<file path="src/rtl/core/inds_pkg.sv">
package inds_pkg;

    localparam int ADC_BITS     = 12;
    localparam int CHANNELS     = 4;
    localparam int CH_BITS      = $clog2(CHANNELS);
    localparam int PULSE_BITS   = 12;
    localparam int LEVEL_BITS   = 7;
    localparam int SUM_BITS     = 9;
    localparam int TARGET_BITS  = 15;
    localparam int THRESH_BITS  = 7;
    localparam int GAIN_BITS    = 7;
    localparam int DUTY_BITS    = 16;
    localparam int DIFF_BITS    = LEVEL_BITS + 1;
    localparam int OFFSET_BITS  = DIFF_BITS + GAIN_BITS;
    localparam int DUTY_W       = 18;

    // numerator of the level divide is (x - min) * 100
    localparam int NUM_BITS     = ADC_BITS + 7;
    // offset * 8 needs OFFSET_BITS + 2 magnitude bits
    localparam int SCALE_BITS   = OFFSET_BITS + 2;
    localparam int DIV_BITS     = (NUM_BITS > SCALE_BITS) ? NUM_BITS : SCALE_BITS;
    localparam int DIV_CNT_BITS = $clog2(DIV_BITS + 1);

    localparam int LEVEL_MAX    = 100;
    localparam int SCALE_DIV    = 5;
    localparam int CH_LV        = 1;
    localparam int CH_RV        = 2;

    localparam int REG_IDX_BITS = 2;
    localparam int PADDR_BITS   = REG_IDX_BITS + 2;
    localparam int PDATA_BITS   = 32;

    localparam logic [ADC_BITS-1:0] MIN_RESET = ADC_BITS'(120);
    localparam logic [ADC_BITS-1:0] MAX_RESET [CHANNELS] = '{
        ADC_BITS'(2500), ADC_BITS'(2300), ADC_BITS'(999), ADC_BITS'(999)
    };

    localparam logic signed [TARGET_BITS-1:0] TARGET_RESET = '0;
    localparam logic [THRESH_BITS-1:0]        THRESH_RESET = THRESH_BITS'(28);
    localparam logic [GAIN_BITS-1:0]          STRONG_RESET = GAIN_BITS'(20);
    localparam logic [GAIN_BITS-1:0]          WEAK_RESET   = GAIN_BITS'(35);

    typedef enum logic [REG_IDX_BITS-1:0] {
        REG_TARGET_DUTY,
        REG_STRONG_THRESHOLD,
        REG_GAIN_STRONG,
        REG_GAIN_WEAK
    } inds_reg_t;

    typedef enum logic [2:0] {
        ST_IDLE,
        ST_LOAD,
        ST_DIV,
        ST_MUL,
        ST_SCALE,
        ST_SDIV,
        ST_DUTY
    } inds_state_t;

    typedef struct packed {
        logic [ADC_BITS-1:0]          left_parallel_sample;
        logic [ADC_BITS-1:0]          left_vertical_sample;
        logic [ADC_BITS-1:0]          right_vertical_sample;
        logic [ADC_BITS-1:0]          right_parallel_sample;
        logic signed [PULSE_BITS-1:0] pulses_motor_one;
        logic signed [PULSE_BITS-1:0] pulses_motor_two;
    } inds_in_t;

    typedef struct packed {
        logic [LEVEL_BITS-1:0]       level_left_parallel;
        logic [LEVEL_BITS-1:0]       level_left_vertical;
        logic [LEVEL_BITS-1:0]       level_right_vertical;
        logic [LEVEL_BITS-1:0]       level_right_parallel;
        logic [SUM_BITS-1:0]         field_strength;
        logic signed [DUTY_BITS-1:0] duty_motor_one;
        logic signed [DUTY_BITS-1:0] duty_motor_two;
    } inds_out_t;

    typedef struct packed {
        logic signed [TARGET_BITS-1:0] target_duty;
        logic [THRESH_BITS-1:0]        strong_threshold;
        logic [GAIN_BITS-1:0]          gain_strong;
        logic [GAIN_BITS-1:0]          gain_weak;
    } inds_cfg_t;

endpackage

</file>
<file path="src/rtl/core/inds_div.sv">
module inds_div
    import inds_pkg::*;
(
    input  logic                clk,
    input  logic                rst_n,
    input  logic                start,
    input  logic [DIV_BITS-1:0] dividend,
    input  logic [ADC_BITS-1:0] divisor,
    output logic                done,
    output logic [DIV_BITS-1:0] quotient
);

    logic                    busy_reg, busy_next;
    logic                    done_reg, done_next;
    logic [DIV_CNT_BITS-1:0] cnt_reg, cnt_next;
    logic [ADC_BITS-1:0]     rem_reg, rem_next;
    logic [DIV_BITS-1:0]     quo_reg, quo_next;
    logic [ADC_BITS-1:0]     dvs_reg;
    logic [ADC_BITS:0]       partial;
    logic [ADC_BITS:0]       trial;
    logic                    fit;

    // one quotient bit a cycle, dividend shifted in from the top
    always_comb
    begin
        partial   = {rem_reg, quo_reg[DIV_BITS-1]};
        trial     = partial - {1'b0, dvs_reg};
        fit       = ~trial[ADC_BITS];
        rem_next  = fit ? trial[ADC_BITS-1:0] : partial[ADC_BITS-1:0];
        quo_next  = {quo_reg[DIV_BITS-2:0], fit};
        busy_next = busy_reg;
        done_next = 1'b0;
        cnt_next  = cnt_reg;
        if (start)
        begin
            busy_next = 1'b1;
            cnt_next  = DIV_CNT_BITS'(DIV_BITS);
        end
        else if (busy_reg)
        begin
            cnt_next = cnt_reg - 1'b1;
            if (cnt_reg == DIV_CNT_BITS'(1))
            begin
                busy_next = 1'b0;
                done_next = 1'b1;
            end
        end
    end

    always_ff @(posedge clk or negedge rst_n)
    begin
        if (!rst_n)
        begin
            busy_reg <= 1'b0;
            done_reg <= 1'b0;
            cnt_reg  <= '0;
        end
        else
        begin
            busy_reg <= busy_next;
            done_reg <= done_next;
            cnt_reg  <= cnt_next;
        end
    end

    always_ff @(posedge clk)
    begin
        if (start)
        begin
            rem_reg <= '0;
            quo_reg <= dividend;
            dvs_reg <= divisor;
        end
        else if (busy_reg)
        begin
            rem_reg <= rem_next;
            quo_reg <= quo_next;
        end
    end

    assign done     = done_reg;
    assign quotient = quo_reg;

endmodule

</file>
<file path="src/rtl/core/inds_regs.sv">
module inds_regs
    import inds_pkg::*;
(
    input  logic                  clk,
    input  logic                  rst_n,
    input  logic                  psel,
    input  logic                  penable,
    input  logic                  pwrite,
    input  logic [PADDR_BITS-1:0] paddr,
    input  logic [PDATA_BITS-1:0] pwdata,
    output logic [PDATA_BITS-1:0] prdata,
    output logic                  pready,
    output inds_cfg_t             cfg
);

    inds_cfg_t cfg_reg;
    inds_reg_t idx;
    logic      wr_en;

    assign idx    = inds_reg_t'(paddr[PADDR_BITS-1:2]);
    assign wr_en  = psel & penable & pwrite;
    assign pready = 1'b1;
    assign cfg    = cfg_reg;

    always_ff @(posedge clk or negedge rst_n)
    begin
        if (!rst_n)
        begin
            cfg_reg.target_duty      <= TARGET_RESET;
            cfg_reg.strong_threshold <= THRESH_RESET;
            cfg_reg.gain_strong      <= STRONG_RESET;
            cfg_reg.gain_weak        <= WEAK_RESET;
        end
        else if (wr_en)
        begin
            unique case (idx)
                REG_TARGET_DUTY:      cfg_reg.target_duty      <= pwdata[TARGET_BITS-1:0];
                REG_STRONG_THRESHOLD: cfg_reg.strong_threshold <= pwdata[THRESH_BITS-1:0];
                REG_GAIN_STRONG:      cfg_reg.gain_strong      <= pwdata[GAIN_BITS-1:0];
                REG_GAIN_WEAK:        cfg_reg.gain_weak        <= pwdata[GAIN_BITS-1:0];
                default:              ;
            endcase
        end
    end

    always_comb
    begin
        unique case (idx)
            REG_TARGET_DUTY:
                prdata = {{(PDATA_BITS-TARGET_BITS){cfg_reg.target_duty[TARGET_BITS-1]}},
                          cfg_reg.target_duty};
            REG_STRONG_THRESHOLD:
                prdata = PDATA_BITS'(cfg_reg.strong_threshold);
            REG_GAIN_STRONG:
                prdata = PDATA_BITS'(cfg_reg.gain_strong);
            REG_GAIN_WEAK:
                prdata = PDATA_BITS'(cfg_reg.gain_weak);
            default:
                prdata = '0;
        endcase
    end

endmodule

</file>
<file path="src/rtl/core/inductor_normalize_differential_steer.sv">
// Inductor normalisation and differential steering.
//
// Input channel (sample_valid / sample_ready / sample): one beat carries four
// inductor samples and two encoder pulse counts. Output channel (result_valid /
// result_ready / result): one beat per input beat with four levels in percent,
// their sum and the two saturated motor duties.
// Each beat runs through one shared bit-serial divider: four level divides and
// one divide by five for the steering scale, one quotient bit a cycle. The next
// input beat is taken no earlier than the cycle after the result is loaded;
// the block takes no new beat while its divides run.
// A finished result sits in an output register; the block accepts the next
// beat while it waits. If the receiver still stalls when the next result is
// ready, the block holds in its last step until the register is free.
// Reset puts the running minima at 120 and the maxima at 2500, 2300, 999, 999,
// loads the register defaults and empties the output register. The user must
// write registers over the APB port while idle; the block does not enforce it.
module inductor_normalize_differential_steer
    import inds_pkg::*;
(
    input  logic                  clk,
    input  logic                  rst_n,
    input  logic                  sample_valid,
    output logic                  sample_ready,
    input  inds_in_t              sample,
    output logic                  result_valid,
    input  logic                  result_ready,
    output inds_out_t             result,
    input  logic                  psel,
    input  logic                  penable,
    input  logic                  pwrite,
    input  logic [PADDR_BITS-1:0] paddr,
    input  logic [PDATA_BITS-1:0] pwdata,
    output logic [PDATA_BITS-1:0] prdata,
    output logic                  pready
);

    localparam logic signed [DUTY_W-1:0] SAT_HI = DUTY_W'(32767);
    localparam logic signed [DUTY_W-1:0] SAT_LO = DUTY_W'(-32768);

    inds_cfg_t   cfg;
    inds_state_t state_reg, state_next;

    logic [ADC_BITS-1:0]          samp_reg [CHANNELS];
    logic [ADC_BITS-1:0]          min_reg  [CHANNELS];
    logic [ADC_BITS-1:0]          max_reg  [CHANNELS];
    logic [LEVEL_BITS-1:0]        lvl_reg  [CHANNELS];
    logic signed [PULSE_BITS-1:0] p1_reg, p2_reg;
    logic [CH_BITS-1:0]           ch_reg;
    logic [SUM_BITS-1:0]          sum_reg;
    logic                         empty_reg;
    logic signed [OFFSET_BITS-1:0] offset_reg;
    logic                         neg_reg;
    logic signed [DUTY_W-1:0]     scaled_reg;
    inds_out_t                    result_reg;
    logic                         result_valid_reg;

    logic                accept;
    logic                div_start, div_done;
    logic                cap_level, cap_scaled, load_result;
    logic [DIV_BITS-1:0] div_dividend, quotient;
    logic [ADC_BITS-1:0] div_divisor;

    logic [ADC_BITS-1:0] x, lo, hi, span, dx;
    logic                lower, raise, empty;
    logic [DIV_BITS-1:0] dx_w, num;
    logic [LEVEL_BITS-1:0] level;
    logic signed [DIFF_BITS-1:0] diff;
    logic [GAIN_BITS-1:0] gain;
    logic signed [2*DIFF_BITS-1:0] product;
    logic [OFFSET_BITS-1:0] mag;
    logic signed [DUTY_W-1:0] qs, tgt, p1x, p2x, d1, d2;
    logic signed [DUTY_BITS-1:0] d1_sat, d2_sat;

    inds_regs u_regs (
        .clk     (clk),
        .rst_n   (rst_n),
        .psel    (psel),
        .penable (penable),
        .pwrite  (pwrite),
        .paddr   (paddr),
        .pwdata  (pwdata),
        .prdata  (prdata),
        .pready  (pready),
        .cfg     (cfg)
    );

    inds_div u_div (
        .clk      (clk),
        .rst_n    (rst_n),
        .start    (div_start),
        .dividend (div_dividend),
        .divisor  (div_divisor),
        .done     (div_done),
        .quotient (quotient)
    );

    // next state
    always_comb
    begin
        state_next = state_reg;
        unique case (state_reg)
            ST_IDLE:  if (sample_valid) state_next = ST_LOAD;
            ST_LOAD:  state_next = ST_DIV;
            ST_DIV:
                if (div_done)
                    state_next = (ch_reg == CH_BITS'(CHANNELS - 1)) ? ST_MUL : ST_LOAD;
            ST_MUL:   state_next = ST_SCALE;
            ST_SCALE: state_next = ST_SDIV;
            ST_SDIV:  if (div_done) state_next = ST_DUTY;
            ST_DUTY:  if (!result_valid_reg || result_ready) state_next = ST_IDLE;
            default:  state_next = ST_IDLE;
        endcase
    end

    // state outputs
    always_comb
    begin
        sample_ready = 1'b0;
        div_start    = 1'b0;
        cap_level    = 1'b0;
        cap_scaled   = 1'b0;
        load_result  = 1'b0;
        unique case (state_reg)
            ST_IDLE:  sample_ready = 1'b1;
            ST_LOAD:  div_start    = 1'b1;
            ST_DIV:   cap_level    = div_done;
            ST_MUL:   ;
            ST_SCALE: div_start    = 1'b1;
            ST_SDIV:  cap_scaled   = div_done;
            ST_DUTY:  load_result  = !result_valid_reg || result_ready;
            default:  ;
        endcase
    end

    assign accept = sample_valid & sample_ready;

    // channel update and level divide operands
    always_comb
    begin
        x     = samp_reg[ch_reg];
        lower = x < min_reg[ch_reg];
        raise = !lower && (x > max_reg[ch_reg]);
        lo    = lower ? x : min_reg[ch_reg];
        hi    = raise ? x : max_reg[ch_reg];
        empty = hi <= lo;
        span  = hi - lo;
        dx    = x - lo;
        dx_w  = DIV_BITS'(dx);
        num   = (dx_w << 6) + (dx_w << 5) + (dx_w << 2);
        level = (quotient > DIV_BITS'(LEVEL_MAX)) ? LEVEL_BITS'(LEVEL_MAX)
                                                  : quotient[LEVEL_BITS-1:0];
        if (empty_reg)
            level = '0;
    end

    // steering offset and scale operands
    always_comb
    begin
        gain    = (lvl_reg[CH_LV] > cfg.strong_threshold &&
                   lvl_reg[CH_RV] > cfg.strong_threshold) ? cfg.gain_strong : cfg.gain_weak;
        diff    = $signed({1'b0, lvl_reg[CH_LV]}) - $signed({1'b0, lvl_reg[CH_RV]});
        product = diff * $signed({1'b0, gain});
        mag     = offset_reg[OFFSET_BITS-1] ? OFFSET_BITS'(-offset_reg)
                                            : OFFSET_BITS'(offset_reg);
        if (state_reg == ST_SCALE)
        begin
            div_dividend = DIV_BITS'(mag) << 3;
            div_divisor  = ADC_BITS'(SCALE_DIV);
        end
        else
        begin
            div_dividend = num;
            div_divisor  = span;
        end
    end

    // duties, saturated
    always_comb
    begin
        qs   = DUTY_W'(quotient[DUTY_W-1:0]);
        tgt  = DUTY_W'(cfg.target_duty);
        p1x  = DUTY_W'(p1_reg);
        p2x  = DUTY_W'(p2_reg);
        d1   = tgt - scaled_reg - ((p1x <<< 1) + p1x);
        d2   = tgt + scaled_reg + ((p2x <<< 1) + p2x);
        if (d1 > SAT_HI)
            d1_sat = DUTY_BITS'(SAT_HI);
        else if (d1 < SAT_LO)
            d1_sat = DUTY_BITS'(SAT_LO);
        else
            d1_sat = d1[DUTY_BITS-1:0];
        if (d2 > SAT_HI)
            d2_sat = DUTY_BITS'(SAT_HI);
        else if (d2 < SAT_LO)
            d2_sat = DUTY_BITS'(SAT_LO);
        else
            d2_sat = d2[DUTY_BITS-1:0];
    end

    always_ff @(posedge clk or negedge rst_n)
    begin
        if (!rst_n)
        begin
            state_reg        <= ST_IDLE;
            ch_reg           <= '0;
            result_valid_reg <= 1'b0;
            for (int i = 0; i < CHANNELS; i++)
            begin
                min_reg[i] <= MIN_RESET;
                max_reg[i] <= MAX_RESET[i];
            end
        end
        else
        begin
            state_reg <= state_next;
            if (accept)
                ch_reg <= '0;
            else if (cap_level)
                ch_reg <= ch_reg + 1'b1;
            if (state_reg == ST_LOAD)
            begin
                if (lower)
                    min_reg[ch_reg] <= x;
                if (raise)
                    max_reg[ch_reg] <= x;
            end
            if (load_result)
                result_valid_reg <= 1'b1;
            else if (result_ready)
                result_valid_reg <= 1'b0;
        end
    end

    always_ff @(posedge clk)
    begin
        if (accept)
        begin
            samp_reg[0] <= sample.left_parallel_sample;
            samp_reg[1] <= sample.left_vertical_sample;
            samp_reg[2] <= sample.right_vertical_sample;
            samp_reg[3] <= sample.right_parallel_sample;
            p1_reg      <= sample.pulses_motor_one;
            p2_reg      <= sample.pulses_motor_two;
            sum_reg     <= '0;
        end
        if (state_reg == ST_LOAD)
            empty_reg <= empty;
        if (cap_level)
        begin
            lvl_reg[ch_reg] <= level;
            sum_reg         <= sum_reg + SUM_BITS'(level);
        end
        if (state_reg == ST_MUL)
            offset_reg <= product[OFFSET_BITS-1:0];
        if (state_reg == ST_SCALE)
            neg_reg <= offset_reg[OFFSET_BITS-1];
        if (cap_scaled)
            scaled_reg <= neg_reg ? -qs : qs;
        if (load_result)
        begin
            result_reg.level_left_parallel  <= lvl_reg[0];
            result_reg.level_left_vertical  <= lvl_reg[1];
            result_reg.level_right_vertical <= lvl_reg[2];
            result_reg.level_right_parallel <= lvl_reg[3];
            result_reg.field_strength       <= sum_reg;
            result_reg.duty_motor_one       <= d1_sat;
            result_reg.duty_motor_two       <= d2_sat;
        end
    end

    assign result_valid = result_valid_reg;
    assign result       = result_reg;

endmodule

</file>
<file path="config.mk">
export PLATFORM = sky130hd
export DESIGN_NAME = inductor_normalize_differential_steer
export DESIGN_NICKNAME = d
export VERILOG_FILES = /design/src/rtl/core/inds_pkg.sv /design/src/rtl/core/inds_div.sv /design/src/rtl/core/inds_regs.sv /design/src/rtl/core/inductor_normalize_differential_steer.sv
export SDC_FILE = /design/constraint.sdc
export NUM_CORES = 1
export LEC_CHECK = 0
export BUFFER_PORTS_ARGS = -buffer_cell sky130_fd_sc_hd__buf_2
export CORE_MARGIN = 3
export CORE_UTILIZATION = 34
export CTS_BUF_LIST = sky130_fd_sc_hd__clkbuf_8
export CTS_CLUSTER_DIAMETER = 150
export DETAILED_ROUTE_END_ITERATION = 10
export PLACE_DENSITY = 0.58
export SLEW_MARGIN = 40
export SYNTH_ARGS = -nofsm -noshare
export SYNTH_HDL_FRONTEND = slang
export SYNTH_SLANG_ARGS = --single-unit
</file>
<file path="constraint.sdc">
create_clock -name clk -period 25.4 [get_ports clk]
set_input_delay 5.08 -clock clk [delete_from_list [all_inputs] [get_ports clk]]
set_output_delay 5.08 -clock clk [all_outputs]
set_load 0.01 [all_outputs]
</file>
==> results.py <==
metrics = {
    "floorplanning": {
        "start_util_pct": 34.5,
        "die_area_um2": 79000,
        "die_h_um": 281,
        "die_w_um": 281,
        "core_area_um2": 74700,
        "io_pins": 219,
        "num_rows": 100,
    },
    "clock_tree": {
        "cts_resized": 0,
        "clkSinkCount": 401,
        "h-tree-depth": 3,
        "post_cts_buffers": 0,
        "clkTransAtPathRegs_ns": 0.06,
        "clock_latency_ns": 0.68,
        "cts_tree": "yes",
        "cts.path.max_buffers": 3,
        "postCtsHoldBufs": 0,
        "cts_buffers": 75,
        "cts.root.buffer_cell": "clkbuf_8",
    },
    "worst_setup_path": {
        "worstPathRequired_ns": 20.32,
        "crit_type": "input port to output pin",
        "path_max_fanout": 18,
        "cp.arrival_ns": 6.57,
        "startpoint_type": "input port",
        "crit_path_end_kind": "output pin",
    },
    "timing": {
        "setup_violations": 0,
        "finClkSkew_ns": 0.0436,
        "fmax_mhz": 85.9,
        "slew_headroom_pct": 45.5,
        "fin_crit_sh_pct": 45.9,
        "finalCriticalPeriod_ns": 11.65,
        "rsz0062_at_grt": "no",
        "setup_tns_ns": 0,
        "slew_viol_final": 0,
        "worst_pin_slew_ns": 0.816,
        "finalHoldViolations": 0,
    },
    "routing": {
        "via_per_inst": 4.97,
        "wirelength_um": 61000,
        "routedWlPerCell_um": 17.5,
        "postRouteAntennaNets": 0,
        "dr.pass1.iters": 5,
        "dr_total_vias": 17400,
        "first_iter_violations": 937,
        "drc": 0,
    },
    "yosys": {
        "synth.top_cells.by_area": "edfxtp_1 28%, dfrtp_1 9.0%, ha_1 9.0%, fa_1 8.3%, dfstp_2 5.3%",
        "ys.flop_type": "edfxtp_1",
        "ys_ff_latch": 401,
        "yosysWarningCount": 0,
        "synth_area_um2": 25700,
        "synthArstFlopShare_pct": 36.2,
        "synth_edf_count": 244,
        "yosysSeqAreaShare_pct": 43.7,
        "yosysTopAreaCell": "edfxtp_1",
        "synth_top_cell_area_share_pct": 28.5,
        "netlist_instances": 2262,
        "synth_cell_type_count": 88,
        "avgSynthCellArea_um2": 11.4,
        "syn_nets": 2669,
    },
    "cells_and_area": {
        "synthToLayoutAreaGrowth_pct": 13.6,
        "nets": 2871,
        "finalInstanceArea_um2": 29200,
        "nFillCells": 7199,
        "largest_reg_flops": 69,
        "insertedDiodeCount": 0,
        "drive_gt1_share_pct": 21.7,
    },
    "placement": {
        "gp_congestion": 0.876,
        "portBuffers": 198,
        "dp_hpwl_um": 46100,
        "postPlaceCellArea_um2": 27700,
    },
    "global_route": {
        "grt-ovfl-total": 0,
        "grt_max_degree": 84,
        "grt_util_all_layers_pct": 15.7,
        "grt_pass1_wl_um": 98800,
        "antenna_found_initial": 0,
        "grt_pass1_vias": 18300,
    },
    "job": {
        "drv_cap": 0,
    },
    "run_status": {
        "status": "complete, no violations",
    },
    "worst_hold_path": {
        "hold_class": "register to register",
    },
}
Yosys cell counts, types with 8 or more instances:
cell	number
fa_1	107
buf_4	20
mux2_2	84
a211oi_1	17
or2_2	20
dfstp_2	52
o31ai_1	14
nor2_1	130
nand2b_1	30
inv_1	208
o211ai_1	8
a31oi_1	21
dfrtp_1	93
o21bai_1	19
o21a_1	8
a21oi_1	96
a21o_1	55
mux4_2	38
nand2_1	167
o21ai_0	133
and3_1	8
ha_1	185
nor2b_1	26
edfxtp_1	244
and2_1	29
mux2i_1	38
dfxtp_1	12
nand4_1	8
o21ai_1	8
nor4_1	8
buf_2	10
xnor2_1	116
nor3_1	26
or3_1	8
clkbuf_1	53
nand3_1	29
xor2_1	39
cells in the final DEF, fill, tap and decap left out, types with 12 or more instances in the layout:
cell type and instances:
a211oi_1 17, a21o_1 54, a21oi_1 96, a31oi_1 21
and2_1 28, buf_2 197, buf_4 14, clkbuf_8 82
clkinv_1 19, dfrtp_1 90, dfstp_2 52, dfxtp_1 12
edfxtp_1 244, fa_1 107, ha_1 185, inv_1 233
mux2_2 84, mux2i_1 33, mux4_2 38, nand2_1 166
nand2b_1 30, nand3_1 29, nor2_1 126, nor2b_1 26
nor3_1 25, o21ai_0 133, o21bai_1 19, o31ai_1 14
or2_2 20, xnor2_1 116, xor2_1 39
per-stage QoR:
stage                     util, %  hold WS, ns  instances  worst slack [ns]
after floorplan                 -        0.400       2262             14.01
after global placement       37.0        0.403       3354             13.42
after detailed placement     37.1        0.405       3354             13.69
after CTS                    39.0        0.418       3493             13.68
after global routing         39.1        0.426       3495             13.61
final                        39.1        0.418       3495             13.75
cells by family (layout without fill, tap and decap cells):
| kind of cell | after synthesis | count (layout) | synth area share [%] |
|---|---|---|---|
| xor+xnor | 156 | 156 | 5.34 |
| buf+inv | 304 | 568 | 4.83 |
| fa+ha+maj | 297 | 297 | 17.5 |
| simple gates | 514 | 514 | 9.55 |
| compound gates | 429 | 429 | 10.5 |
| mux | 160 | 160 | 8.48 |
| flops | 401 | 401 | 43.7 |
| other cells | 1 | 1 | 0.0146 |
critical path: stages:
cell and delay, ns:
buf_2 0.22, nor2_2 0.55, and2_1 0.48, buf_2 0.22
per-layer routing:
layer / track usage (%) / vias up / wire length (um)
li1: - / 8379 / -
met1: 20.5 / 8498 / 27400
met2: 26.5 / 385 / 29200
met3: 3.02 / 113 / 2960
met4: 4.80 / 0 / 1490
met5: 0 / - / 0
area by class of cell:
type,count,area [um^2],share of cell area [%]
clock inverters,57,323,1.10
flip-flops and latches,401,11300,38.5
inverters,213,800,2.74
clock buffers,82,1130,3.86
multi-input cells,1557,13300,45.6
repair buffers,216,1180,4.03
well taps,969,1210,4.15
path summary, 6_finish.rpt:
| kind | startpoint | to | slack, ns | depth (start not counted) |
|---|---|---|---|---|
| max | paddr[2] | prdata[30] | 13.75 | 4 |
| max reg2reg | ch_reg[0] | u_div.quotient[16] | 16.79 | 31 |
| min in group asynchronous | rst_n | max_reg[25] | 4.41 | 1 |
| min reg2reg | lvl_reg[3][4] | result[45] | 0.42 | 0 |
| max in group asynchronous | rst_n | max_reg[44] | 19.86 | 3 |
| min | lvl_reg[3][4] | result[45] | 0.42 | 0 |
Power is not shown: default switching activity piles up to over one toggle a cycle in this logic, so the estimate is an artifact.
